--- config.mk ---
export PLATFORM = sky130hd
export DESIGN_NAME = modular_inverse_top
export DESIGN_NICKNAME = d
export VERILOG_FILES = /design/src/rtl/mi_pkg.sv /design/src/rtl/modular_inverse_top.sv /design/src/rtl/mi_step.sv /design/src/rtl/mi_core.sv
export VERILOG_INCLUDE_DIRS = /design/src /design/src/rtl
export SDC_FILE = /design/constraint.sdc
export NUM_CORES = 1
export LEC_CHECK = 0
export ABC_AREA = 0
export ABC_CLOCK_PERIOD_IN_PS = 10200
export BUFFER_PORTS_ARGS = -buffer_cell sky130_fd_sc_hd__buf_2
export CORE_UTILIZATION = 40
export CTS_CLUSTER_SIZE = 20
export DETAILED_ROUTE_END_ITERATION = 10
export PLACE_DENSITY_LB_ADDON = 0.1
export SYNTH_ARGS = -nofsm -noshare
export SYNTH_HDL_FRONTEND = slang
export SYNTH_SLANG_ARGS = --single-unit
--- constraint.sdc ---
create_clock -name clk -period 10.2 [get_ports clk]
set_input_delay 2.04 -clock clk [delete_from_list [all_inputs] [get_ports clk]]
set_output_delay 2.04 -clock clk [all_outputs]
set_load 0.005 [all_outputs]
--- src/rtl/assert_macros.svh ---
// ---------------------------------------------------------------------------
// Assertion macros
// Clocked property checks shared by the RTL. They expect clk and rst_n in scope.
// ---------------------------------------------------------------------------
`ifndef ASSERT_MACROS_SVH
`define ASSERT_MACROS_SVH

// Check that a property holds at every clock edge outside reset.
`define ASSERT_CLK(label, prop, msg) \
  label: assert property (@(posedge clk) disable iff (!rst_n) (prop)) else $error(msg);

// Check that a condition never holds at any clock edge outside reset.
`define ASSERT_NEVER(label, cond, msg) \
  label: assert property (@(posedge clk) disable iff (!rst_n) !(cond)) else $error(msg);

`endif

--- src/rtl/mi_pkg.sv ---
// ---------------------------------------------------------------------------
// mi_pkg
// Shared types and constants of the modular inverse block.
// ---------------------------------------------------------------------------
package mi_pkg;

  // Modulus after reset, cut down to the data width where it is used.
  localparam logic [63:0] MOD_RESET = 64'd1000000007;

  // Commands from the top level to the core.
  typedef struct packed {
    logic start;  // load a new value and begin
    logic take;   // result moved into the output register
  } ctl_t;

  // Core status toward the top level.
  typedef struct packed {
    logic idle;   // ready for a new value
    logic done;   // result held and valid
    logic none;   // no inverse exists
  } sts_t;

endpackage

--- src/rtl/modular_inverse_top.sv ---
// ---------------------------------------------------------------------------
// modular_inverse_top
// Modular inverse by binary extended gcd on one shared step unit.
// ---------------------------------------------------------------------------
//
//  channel | ports                                   | direction
//  --------+-----------------------------------------+-----------
//  input   | in_valid, in_stall, in_value            | in (stall out)
//  result  | out_valid, out_stall, out_inverse,      | out (stall in)
//          | out_no_inverse                          |
//  config  | cfg_we, cfg_wdata (modulus)             | in
//
// A transaction runs one step of the gcd sequencer per cycle (halve u, halve
// v, or subtract), then folds the coefficient into 0..modulus-1. The single
// step unit in mi_step serves both phases.
// Reset (rst_n low, synchronous) empties the core and output register and
// loads the modulus with 1000000007.
// A stalled result is held in the output register while the core already
// takes and works on the next transaction.
// ---------------------------------------------------------------------------
module modular_inverse_top #(
  parameter int DATA_WIDTH = 31
) (
  input  logic                  clk,
  input  logic                  rst_n,
  input  logic                  in_valid,
  output logic                  in_stall,
  input  logic [DATA_WIDTH-1:0] in_value,
  output logic                  out_valid,
  input  logic                  out_stall,
  output logic [DATA_WIDTH-1:0] out_inverse,
  output logic                  out_no_inverse,
  input  logic                  cfg_we,
  input  logic [DATA_WIDTH-1:0] cfg_wdata
);

  // Coefficients need a sign bit plus headroom for the add-then-halve steps.
  localparam int CW = DATA_WIDTH + 4;

  logic [DATA_WIDTH-1:0] modulus_r;
  logic                  out_valid_r;
  logic [DATA_WIDTH-1:0] out_inverse_r;
  logic                  out_no_inverse_r;
  logic [DATA_WIDTH-1:0] core_inverse;
  logic                  load;
  mi_pkg::ctl_t          ctl;
  mi_pkg::sts_t          sts;

  // Hold the modulus; the user must write it only while the block is idle, which the block itself does not enforce.
  always_ff @(posedge clk) begin
    if (!rst_n) begin
      modulus_r <= mi_pkg::MOD_RESET[DATA_WIDTH-1:0];
    end else if (cfg_we) begin
      modulus_r <= cfg_wdata;
    end
  end

  // Accept a new transaction only into an idle core.
  assign in_stall  = ~sts.idle;
  assign ctl.start = in_valid & sts.idle;

  // Advance a finished result once the output register is free or draining.
  assign load     = sts.done & (~out_valid_r | ~out_stall);
  assign ctl.take = load;

  mi_core #(.DW(DATA_WIDTH), .CW(CW)) u_core (
    .clk       (clk),
    .rst_n     (rst_n),
    .ctl       (ctl),
    .a_i       (in_value),
    .m_i       (modulus_r),
    .sts       (sts),
    .inverse_o (core_inverse)
  );

  always_ff @(posedge clk) begin
    if (!rst_n) begin
      out_valid_r <= 1'b0;
    end else if (load) begin
      out_valid_r <= 1'b1;
    end else if (!out_stall) begin
      out_valid_r <= 1'b0;
    end
  end

  // Hold payload while stalled; load it only with a new result.
  always_ff @(posedge clk) begin
    if (load) begin
      out_inverse_r    <= core_inverse;
      out_no_inverse_r <= sts.none;
    end
  end

  assign out_valid      = out_valid_r;
  assign out_inverse    = out_inverse_r;
  assign out_no_inverse = out_no_inverse_r;

endmodule

--- src/rtl/mi_step.sv ---
// ---------------------------------------------------------------------------
// mi_step
// One step of the binary extended gcd, or one fold of the coefficient.
// ---------------------------------------------------------------------------
module mi_step #(
  parameter int DW = 31,
  parameter int CW = 35
) (
  input  logic                 fix,
  input  logic [DW-1:0]        x,
  input  logic [DW-1:0]        y,
  input  logic [DW-1:0]        u,
  input  logic [DW-1:0]        v,
  input  logic signed [CW-1:0] ca,
  input  logic signed [CW-1:0] cb,
  input  logic signed [CW-1:0] cc,
  input  logic signed [CW-1:0] cd,
  output logic [DW-1:0]        u_o,
  output logic [DW-1:0]        v_o,
  output logic signed [CW-1:0] ca_o,
  output logic signed [CW-1:0] cb_o,
  output logic signed [CW-1:0] cc_o,
  output logic signed [CW-1:0] cd_o,
  output logic                 settled
);

  logic signed [CW-1:0] xs, ys;
  logic signed [CW-1:0] a0, b0, a1, b1, sum0, sum1;
  logic                 half_u, half_v, ge;
  logic [DW-1:0]        big, lit, diff;

  assign xs = signed'({{(CW-DW){1'b0}}, x});
  assign ys = signed'({{(CW-DW){1'b0}}, y});

  assign half_u = ~u[0];
  assign half_v = u[0] & ~v[0];
  assign ge     = (u >= v);

  // Shared magnitude subtractor: larger minus smaller.
  assign big  = ge ? u : v;
  assign lit  = ge ? v : u;
  assign diff = big - lit;

  assign settled = ~cd[CW-1] && (cd < xs);

  // Operand select for the two shared coefficient adders.
  always_comb begin
    a0 = ca;
    b0 = '0;
    a1 = cb;
    b1 = '0;
    if (fix) begin
      a1 = cd;
      b1 = cd[CW-1] ? xs : -xs;
    end else if (half_u) begin
      if (ca[0] | cb[0]) begin
        b0 = ys;
        b1 = -xs;
      end
    end else if (half_v) begin
      a0 = cc;
      a1 = cd;
      if (cc[0] | cd[0]) begin
        b0 = ys;
        b1 = -xs;
      end
    end else if (ge) begin
      b0 = -cc;
      b1 = -cd;
    end else begin
      a0 = cc;
      b0 = -ca;
      a1 = cd;
      b1 = -cb;
    end
  end

  assign sum0 = a0 + b0;
  assign sum1 = a1 + b1;

  always_comb begin
    u_o  = u;
    v_o  = v;
    ca_o = ca;
    cb_o = cb;
    cc_o = cc;
    cd_o = cd;
    if (fix) begin
      if (!settled) begin
        cd_o = sum1;
      end
    end else if (half_u) begin
      u_o  = u >> 1;
      ca_o = sum0 >>> 1;
      cb_o = sum1 >>> 1;
    end else if (half_v) begin
      v_o  = v >> 1;
      cc_o = sum0 >>> 1;
      cd_o = sum1 >>> 1;
    end else if (ge) begin
      u_o  = diff;
      ca_o = sum0;
      cb_o = sum1;
    end else begin
      v_o  = diff;
      cc_o = sum0;
      cd_o = sum1;
    end
  end

endmodule

--- src/rtl/mi_core.sv ---
// ---------------------------------------------------------------------------
// mi_core
// Sequencer and state of the binary extended gcd around one step unit.
// ---------------------------------------------------------------------------
`include "assert_macros.svh"

module mi_core #(
  parameter int DW = 31,
  parameter int CW = 35
) (
  input  logic          clk,
  input  logic          rst_n,
  input  mi_pkg::ctl_t  ctl,
  input  logic [DW-1:0] a_i,
  input  logic [DW-1:0] m_i,
  output mi_pkg::sts_t  sts,
  output logic [DW-1:0] inverse_o
);

  localparam logic [1:0] S_IDLE = 2'd0;
  localparam logic [1:0] S_RUN  = 2'd1;
  localparam logic [1:0] S_FIX  = 2'd2;
  localparam logic [1:0] S_DONE = 2'd3;

  logic [1:0]           state_r, state_nxt;
  logic                 none_r, none_nxt;
  logic [DW-1:0]        x_r, x_nxt, y_r, y_nxt, u_r, u_nxt, v_r, v_nxt;
  logic signed [CW-1:0] ca_r, ca_nxt, cb_r, cb_nxt, cc_r, cc_nxt, cd_r, cd_nxt;

  logic [DW-1:0]        su, sv;
  logic signed [CW-1:0] sa, sb, sc, sd;
  logic                 settled, trivial;
  logic                 fold_bad;

  mi_step #(.DW(DW), .CW(CW)) u_step (
    .fix     (state_r == S_FIX),
    .x       (x_r),
    .y       (y_r),
    .u       (u_r),
    .v       (v_r),
    .ca      (ca_r),
    .cb      (cb_r),
    .cc      (cc_r),
    .cd      (cd_r),
    .u_o     (su),
    .v_o     (sv),
    .ca_o    (sa),
    .cb_o    (sb),
    .cc_o    (sc),
    .cd_o    (sd),
    .settled (settled)
  );

  // Modulus below two, zero value, or both even: no inverse without iterating.
  assign trivial = (m_i[DW-1:1] == '0) || (a_i == '0) || (~m_i[0] & ~a_i[0]);

  always_comb begin
    state_nxt = state_r;
    none_nxt  = none_r;
    x_nxt     = x_r;
    y_nxt     = y_r;
    u_nxt     = u_r;
    v_nxt     = v_r;
    ca_nxt    = ca_r;
    cb_nxt    = cb_r;
    cc_nxt    = cc_r;
    cd_nxt    = cd_r;
    case (state_r)
      S_IDLE: begin
        if (ctl.start) begin
          x_nxt     = m_i;
          y_nxt     = a_i;
          u_nxt     = m_i;
          v_nxt     = a_i;
          ca_nxt    = CW'(1);
          cb_nxt    = '0;
          cc_nxt    = '0;
          cd_nxt    = CW'(1);
          none_nxt  = trivial;
          state_nxt = trivial ? S_DONE : S_RUN;
        end
      end
      S_RUN: begin
        if (u_r == '0) begin
          // v holds the gcd; only a gcd of one has an inverse
          none_nxt  = (v_r != DW'(1));
          state_nxt = (v_r != DW'(1)) ? S_DONE : S_FIX;
        end else begin
          u_nxt  = su;
          v_nxt  = sv;
          ca_nxt = sa;
          cb_nxt = sb;
          cc_nxt = sc;
          cd_nxt = sd;
        end
      end
      S_FIX: begin
        cd_nxt = sd;
        if (settled) begin
          state_nxt = S_DONE;
        end
      end
      S_DONE: begin
        if (ctl.take) begin
          state_nxt = S_IDLE;
        end
      end
      default: begin
        state_nxt = S_IDLE;
      end
    endcase
  end

  always_ff @(posedge clk) begin
    if (!rst_n) begin
      state_r <= S_IDLE;
    end else begin
      state_r <= state_nxt;
    end
  end

  always_ff @(posedge clk) begin
    none_r <= none_nxt;
    x_r    <= x_nxt;
    y_r    <= y_nxt;
    u_r    <= u_nxt;
    v_r    <= v_nxt;
    ca_r   <= ca_nxt;
    cb_r   <= cb_nxt;
    cc_r   <= cc_nxt;
    cd_r   <= cd_nxt;
  end

  assign sts.idle  = (state_r == S_IDLE);
  assign sts.done  = (state_r == S_DONE);
  assign sts.none  = none_r;
  assign inverse_o = none_r ? '0 : cd_r[DW-1:0];

  // Coefficient outside 0..modulus-1.
  assign fold_bad = cd_r[CW-1] || (cd_r[CW-2:0] >= (CW-1)'(x_r));

  `ASSERT_CLK(a_start_idle, ctl.start |-> sts.idle, "start while core busy")
  `ASSERT_CLK(a_take_done, ctl.take |-> sts.done, "take without a result")
  `ASSERT_CLK(a_start_leaves, ctl.start |=> !sts.idle, "core stayed idle after start")
  `ASSERT_NEVER(a_v_zero, (state_r == S_RUN) && (v_r == '0), "v reached zero in run")
  `ASSERT_NEVER(a_fold_range, sts.done && !none_r && fold_bad, "folded inverse out of range")

endmodule
## After elaboration in Yosys (flattened, before gate mapping)

Index checks and enable logic that the tools add are counted.

| cells by class | value |
|---|---|
| order comparisons | 2 |
| reduce and logical (&&, ||, !) cells | 16 |
| $add $sub $neg | 8 |
| eq/ne operators | 15 |
| mux-type cells | 76 |
| bitwise logic cells | 14 |

Operators with widths:

| operator | count |
|---|---|
| $mux 35 | 42 |
| $mux 31 | 16 |
| $pmux 35 s2 | 3 |
| $neg 35->35 | 4 |
| $pmux 31 s2 | 2 |
| $pmux 35 s3 | 1 |
| $add 35x35->35 | 2 |
| $logic_not 31->1 | 2 |
| $lt 35x32->1 | 1 |
| $neg 31->35 | 1 |
| $ge 31x31->1 | 1 |
| $ne 31x1->1 const B | 1 |
| $sub 31x31->31 | 1 |
| $logic_not 30->1 | 1 |
| $reduce_and 6->1 | 2 |
| $mux 2 | 5 |
| $ne 3x3->1 const B | 3 |
| $ne 2x1->1 const B | 4 |
| $ne 2x2->1 const B | 4 |
| $pmux 2 s4 | 1 |
| $reduce_and 4->1 | 2 |
| $not 1->1 | 7 |
| $reduce_and 3->1 | 2 |
| $mux 1 | 5 |
| other kinds (11) | 18 |

| storage, ports and cells | value |
|---|---|
| output and inout port bits | 34 |
| register bits | 331 |
| word-level logic and storage cells | 146 |

## Logic depth before layout (Yosys ltp)

| depth | value |
|---|---|
| word-level depth | 12 |
| gate-level depth with buffers | 34 |

## Modules after synthesis

A second synthesis with hierarchy kept.

| second synthesis, totals | value |
|---|---|
| cell total of the unflattened synthesis | 3730 |
| area, all modules | 30530.5 um2 |

By module, submodules not included:

| module | area each (um2) | cells an instance | seq. area each (um2) | times used |
|---|---|---|---|---|
| mi_step | 17936.0 | 2988 | 0.0 | 1 |
| mi_core | 10426.2 | 604 | 7997.7 | 1 |
| modular_inverse_top | 2168.3 | 138 | 1601.5 | 1 |

## Worst setup path before layout

OpenSTA, ideal clock, no wires.

| timing path | value |
|---|---|
| path type | flip-flop to flip-flop |
| from | register u_core.u_r[0] |
| to | register u_core.ca_r[0], enable pin |
| path buffers | 7 |
| required time | 9.641 ns |
| library setup time | 0.559 ns |
| setup slack | 1.974 ns |
| stages on the path, launching flop included | 19 |
| arrival | 7.667 ns |
| cells stage by stage | edfxtp_1 > clkbuf_1 > clkinv_1 > clkbuf_1 > clkbuf_1 > ha_1 > nand3b_1 > a21oi_1 > o41a_1 > o21a_4 > nor3_4 > buf_6 > o21ai_1 > buf_2 > and2_1 > clkbuf_1 > clkbuf_1 > nor2_1 > nor2_1 |

| between the ends | value |
|---|---|
| cells in the longest elaborated chain, start to end | 3 |

RTL lines:

| what | line | source |
|---|---|---|
| from (decl) | mi_core.sv:27 | `logic [DW-1:0] x_r, x_nxt, y_r, y_nxt, u_r, u_nxt, v_r, v_nxt;` |
| from (signal assigned) | mi_core.sv:126 | `u_r <= u_nxt;` |
| $ge 31x31->1, or another cell as far along | mi_step.sv:37 | `assign ge = (u >= v);` |
| $ne 3x3->1 (no source line) / $ne 2x2->1 (equally long branches) | -- |  |
| $reduce_and 6->1 (no source line) (*) | -- |  |
| to (signal assigned) | mi_core.sv:128 | `ca_r <= ca_nxt;` |
| to (decl) | mi_core.sv:28 | `logic signed [CW-1:0] ca_r, ca_nxt, cb_r, cb_nxt, cc_r, cc_nxt, cd_r, cd_nxt;` |

Mark *: on every way between the ends. The rest lies on a longest branch, timed or not.
A chain may end at the register's enable or synchronous reset.

## Worst setup path in the final report

| timing path | value |
|---|---|
| from | register u_core.u_r[0] |
| to | register u_core.cc_r[33] (data pin) |

| between the ends | value |
|---|---|
| cells in the longest elaborated chain, start to end | 12 |

RTL lines:

| what | line | source |
|---|---|---|
| $ge 31x31->1 | mi_step.sv:37 |  |
| $mux 35 | mi_step.sv:67 | `end else if (ge) begin` |
| $mux 35 | mi_step.sv:60 | `end else if (half_v) begin` |
| $mux 35 | mi_step.sv:55 | `end else if (half_u) begin` |
| $mux 35 | mi_step.sv:52 | `if (fix) begin` |
| $add 35x35->35 | mi_step.sv:78 | `assign sum0 = a0 + b0;` |
| $mux 35 | mi_step.sv:100 | `end else if (ge) begin` |
| $mux 35 (*) | mi_step.sv:96 | `end else if (half_v) begin` |
| $mux 35 (*) | mi_step.sv:92 | `end else if (half_u) begin` |
| $mux 35 (*) | mi_step.sv:88 | `if (fix) begin` |
| $mux 35 (*) | mi_core.sv:84 | `if (u_r == '0) begin` |
| $pmux 35 s2 (*) | mi_core.sv:68 | `case (state_r)` |
| to (signal assigned) | mi_core.sv:130 | `cc_r <= cc_nxt;` |
| to (decl) | mi_core.sv:28 |  |

Mark *: on every way between the ends. The rest lies on a longest branch, timed or not. The select of a mux whose other input is x is not followed.

==> results by group <==
Outcome
  • Status: finished clean

Clocking
  • Clk sinks: between 300 and 400
  • Root buffer cell: clkbuf_16
  • H-tree levels: 2
  • Clock tree buffer depth: 3
  • Number of gates resized after CTS: 0
  • Post-CTS setup buffer count: 0
  • TritonCTS clock tree: yes
  • Clk_lat worst skew: ~0.59 ns
  • Clock Pin Slew Worst Setup and Hold Paths: around 0.06 ns
  • CTS buffer count: 42
  • Hold Buf Count CTS: 0

Hold path
  • Hold WC Path Type: register to register
  • WHS Path Cells: 0

Timing
  • RSZ-0062 raised after global routing: no
  • Max Slew Vio Count: 0
  • Worst hold margin: 0.507 ns
  • Final hold viol count: 0
  • Final Cycle Share: 0.760
  • Slew margin rel.: 0.148
  • Clock Skew: approximately 0.019 ns
  • Fmax: roughly 130 MHz
  • Min Clock Period, post-route: 7.75 ns
  • Slew @ Worst Pin: ~1.3 ns
  • Fin Setup TNS: 0 ns
  • Final setup vio count: 0
  • Worst setup margin: approximately 2.5 ns

Logic synthesis
  • Post-synth EDFFs: approximately 300
  • Net Count, Synth: between 3000 and 4000
  • Cell count after synthesis: ~3300
  • Unique masters post-synth: 104
  • Total number of yosys warnings: 0
  • Syn_area_per_cell: 8.48 µm²
  • Fraction of registers with async set/reset: 0
  • Main synth FF type: edfxtp_1
  • Area of the mapped netlist: between 0.02 and 0.03 mm²
  • Yosys reg bits: 331
  • Seq/Total Area, Yosys: 0.347

GRT
  • Maximum number of pins on one net before global-route repair: 120
  • Gr usage total: 0.296
  • GR Overflow Total: 0
  • Vias in the first global route: roughly 25000
  • First-pass GRT wire length: ~160000 µm
  • Antenna violations before repair: 1

Floorplan
  • I/O Pins: approximately 100
  • Die area: about 0.07 mm²
  • Rows: between 90 and 100
  • Starting Density: 0.404
  • Core area: ~0.069 mm²
  • Die Y-Extent: 265 µm
  • Die X-Extent: roughly 270 µm

Layout
  • Final nets: ~3500
  • Reg area: approximately 0.0096 mm²
  • Area of the multi-input gates: about 0.017 mm²
  • # diodes: 0
  • Post-route cell area: roughly 0.03 mm²
  • # fillers: roughly 6800
  • Share of layout cells above drive strength 1: 0.0988
  • P&R area growth vs syn: 9.45%

Setup path
  • Worst stage delay on the critical path: ~0.63 ns
  • CP Depth: 29
  • CP max FO: 41
  • Bufs and invs on worst path: 4
  • Crit Path Class: register to register
  • Most frequent CP cell: o21ai_1
  • Crit. End Element: register
  • CP arrival: between 8 and 9 ns
  • Setup crit start kind: register
  • CP required: ~11 ns
  • Family with the most delay on the worst path: compound AO/OA/AOI/OAI gates
  • Reg2reg path depth: 29
  • Worst path slowest cell: edfxtp_1

Drt
  • DR vias/cell: between 6 and 7
  • Vias: between 20000 and 30000
  • ANT nets after route: 0
  • Detailed Routing Iterations Pass 1: 5
  • Routed wire length: about 110000 µm
  • Wire per inst: about 25 µm
  • # DRC: 0
  • Iteration-0 DRC Markers: between 2000 and 2500

Place
  • Post-Place Cell Area: around 0.029 mm²
  • Detailed Place HPWL: 76800 µm
  • Dpl ws: around 2.6 ns
  • Number of port buffers: 100
  • GPL Wtd Cong: approximately 0.94

Job
  • Max-cap violations: 0
## worst paths after layout
path	from	end	slack, ns
worst min-delay path	modulus_r[29]	u_core.x_r[29]	0.51
worst max-delay path	u_core.u_r[0]	u_core.cc_r[33]	2.45
worst max register to register	u_core.u_r[0]	u_core.cc_r[33]	2.45
worst min register to register	modulus_r[29]	u_core.x_r[29]	0.51
## state kept, by name, indices dropped and copies added (netlist names), 2 cells and up
register	count
out_inverse	31
u_core.u_r	31
u_core.state_r	2
u_core.x_r	31
u_core.ca_r	35
u_core.cc_r	35
u_core.y_r	31
u_core.cd_r	35
u_core.cb_r	35
modulus_r	31
u_core.v_r	31
## layer usage
metal  GRT usage  routed length [µm]  up-vias
met5           0                   0        -
met4       0.113                3850        0
li1            -                   -    12000
met3      0.0379                7360      188
met1       0.419               48300    12600
met2       0.460               47000     1104
## area by class of cell
type / count / area share
clock buffers: 55 / 0.0380
clock inverters: 21 / 0.00607
inverters: 117 / 0.0146
multi-input cells: 2609 / 0.557
flip-flops and latches: 331 / 0.317
well taps: 931 / 0.0384
repair buffers: 148 / 0.0292
## stage by stage
step / cells / util
final: 4212 / 0.442
after global routing: 4212 / 0.442
after CTS: 4212 / 0.442
after detailed placement: 4136 / 0.422
after global placement: 4136 / 0.422
after floorplan: 3266 / -
## layout by cell type (no fill, tap or decap), types with 56 or more instances in the layout
cell type,instances
a21o_1,66
a21oi_1,269
buf_2,100
edfxtp_1,297
ha_1,137
inv_1,113
mux2i_1,99
nand2_1,408
nand3_1,62
nor2_1,313
nor2b_1,61
nor3_1,93
nor4_1,63
o21ai_0,144
o22ai_1,56
xnor2_1,126
xor2_1,86
## cell usage after synthesis, types with 9 or more instances
| master | instances | share of area |
|---|---|---|
| nand2_1 | 409 | 0.055 |
| nor2_1 | 318 | 0.043 |
| edfxtp_1 | 297 | 0.32 |
| a21oi_1 | 270 | 0.049 |
| o21ai_0 | 144 | 0.026 |
| clkbuf_1 | 141 | 0.019 |
| ha_1 | 140 | 0.063 |
| xnor2_1 | 126 | 0.040 |
| inv_1 | 114 | 0.015 |
| mux2i_1 | 99 | 0.036 |
| nor3_1 | 93 | 0.017 |
| xor2_1 | 86 | 0.027 |
| a21o_1 | 66 | 0.018 |
| nor4_1 | 63 | 0.014 |
| nand3_1 | 62 | 0.011 |
| nor2b_1 | 61 | 0.014 |
| o22ai_1 | 56 | 0.013 |
| a211oi_1 | 48 | 0.013 |
| nand2b_1 | 44 | 0.0099 |
| mux2_2 | 43 | 0.017 |
| or3_1 | 40 | 0.0090 |
| a31oi_1 | 36 | 0.0081 |
| buf_1 | 35 | 0.0047 |
| dfxtp_1 | 34 | 0.025 |
| nand4_1 | 32 | 0.0072 |
| a221oi_1 | 31 | 0.0098 |
| a22oi_1 | 30 | 0.0081 |
| o211ai_1 | 29 | 0.0079 |
| and3_1 | 23 | 0.0052 |
| o31ai_1 | 22 | 0.0060 |
| a311oi_1 | 21 | 0.0066 |
| or4_1 | 19 | 0.0052 |
| buf_2 | 18 | 0.0033 |
| and2_1 | 17 | 0.0038 |
| a221o_1 | 13 | 0.0047 |
| o21ai_1 | 13 | 0.0024 |
| a211o_1 | 11 | 0.0035 |
| o21a_1 | 10 | 0.0027 |
| buf_6 | 9 | 0.0037 |
| or2_2 | 9 | 0.0020 |
## cells by family after synthesis
| logic type | after synthesis | share of synthesized area |
|---|---|---|
| adder cells (fa/ha/maj) | 142 | 0.0647 |
| buffers and inverters | 326 | 0.0482 |
| flip-flops | 331 | 0.347 |
| XOR/XNOR | 212 | 0.0671 |
| AO/OA/AOI/OAI | 892 | 0.211 |
| AND/OR/NAND/NOR | 1220 | 0.208 |
| multiplexers | 143 | 0.0538 |
## worst reg2reg max path: cells and delay by family, from the launching register on
kind            cells  cell delay (ns)
xor+xnor            1             0.21
flops               1             0.63
compound gates     16             3.80
buf+inv             4             1.25
simple gates        5             0.70
fa+ha+maj           3             0.87
Power is left out: the tool's default activity adds up to more than one toggle a clock period on the data nets, which glitch-free logic cannot reach.
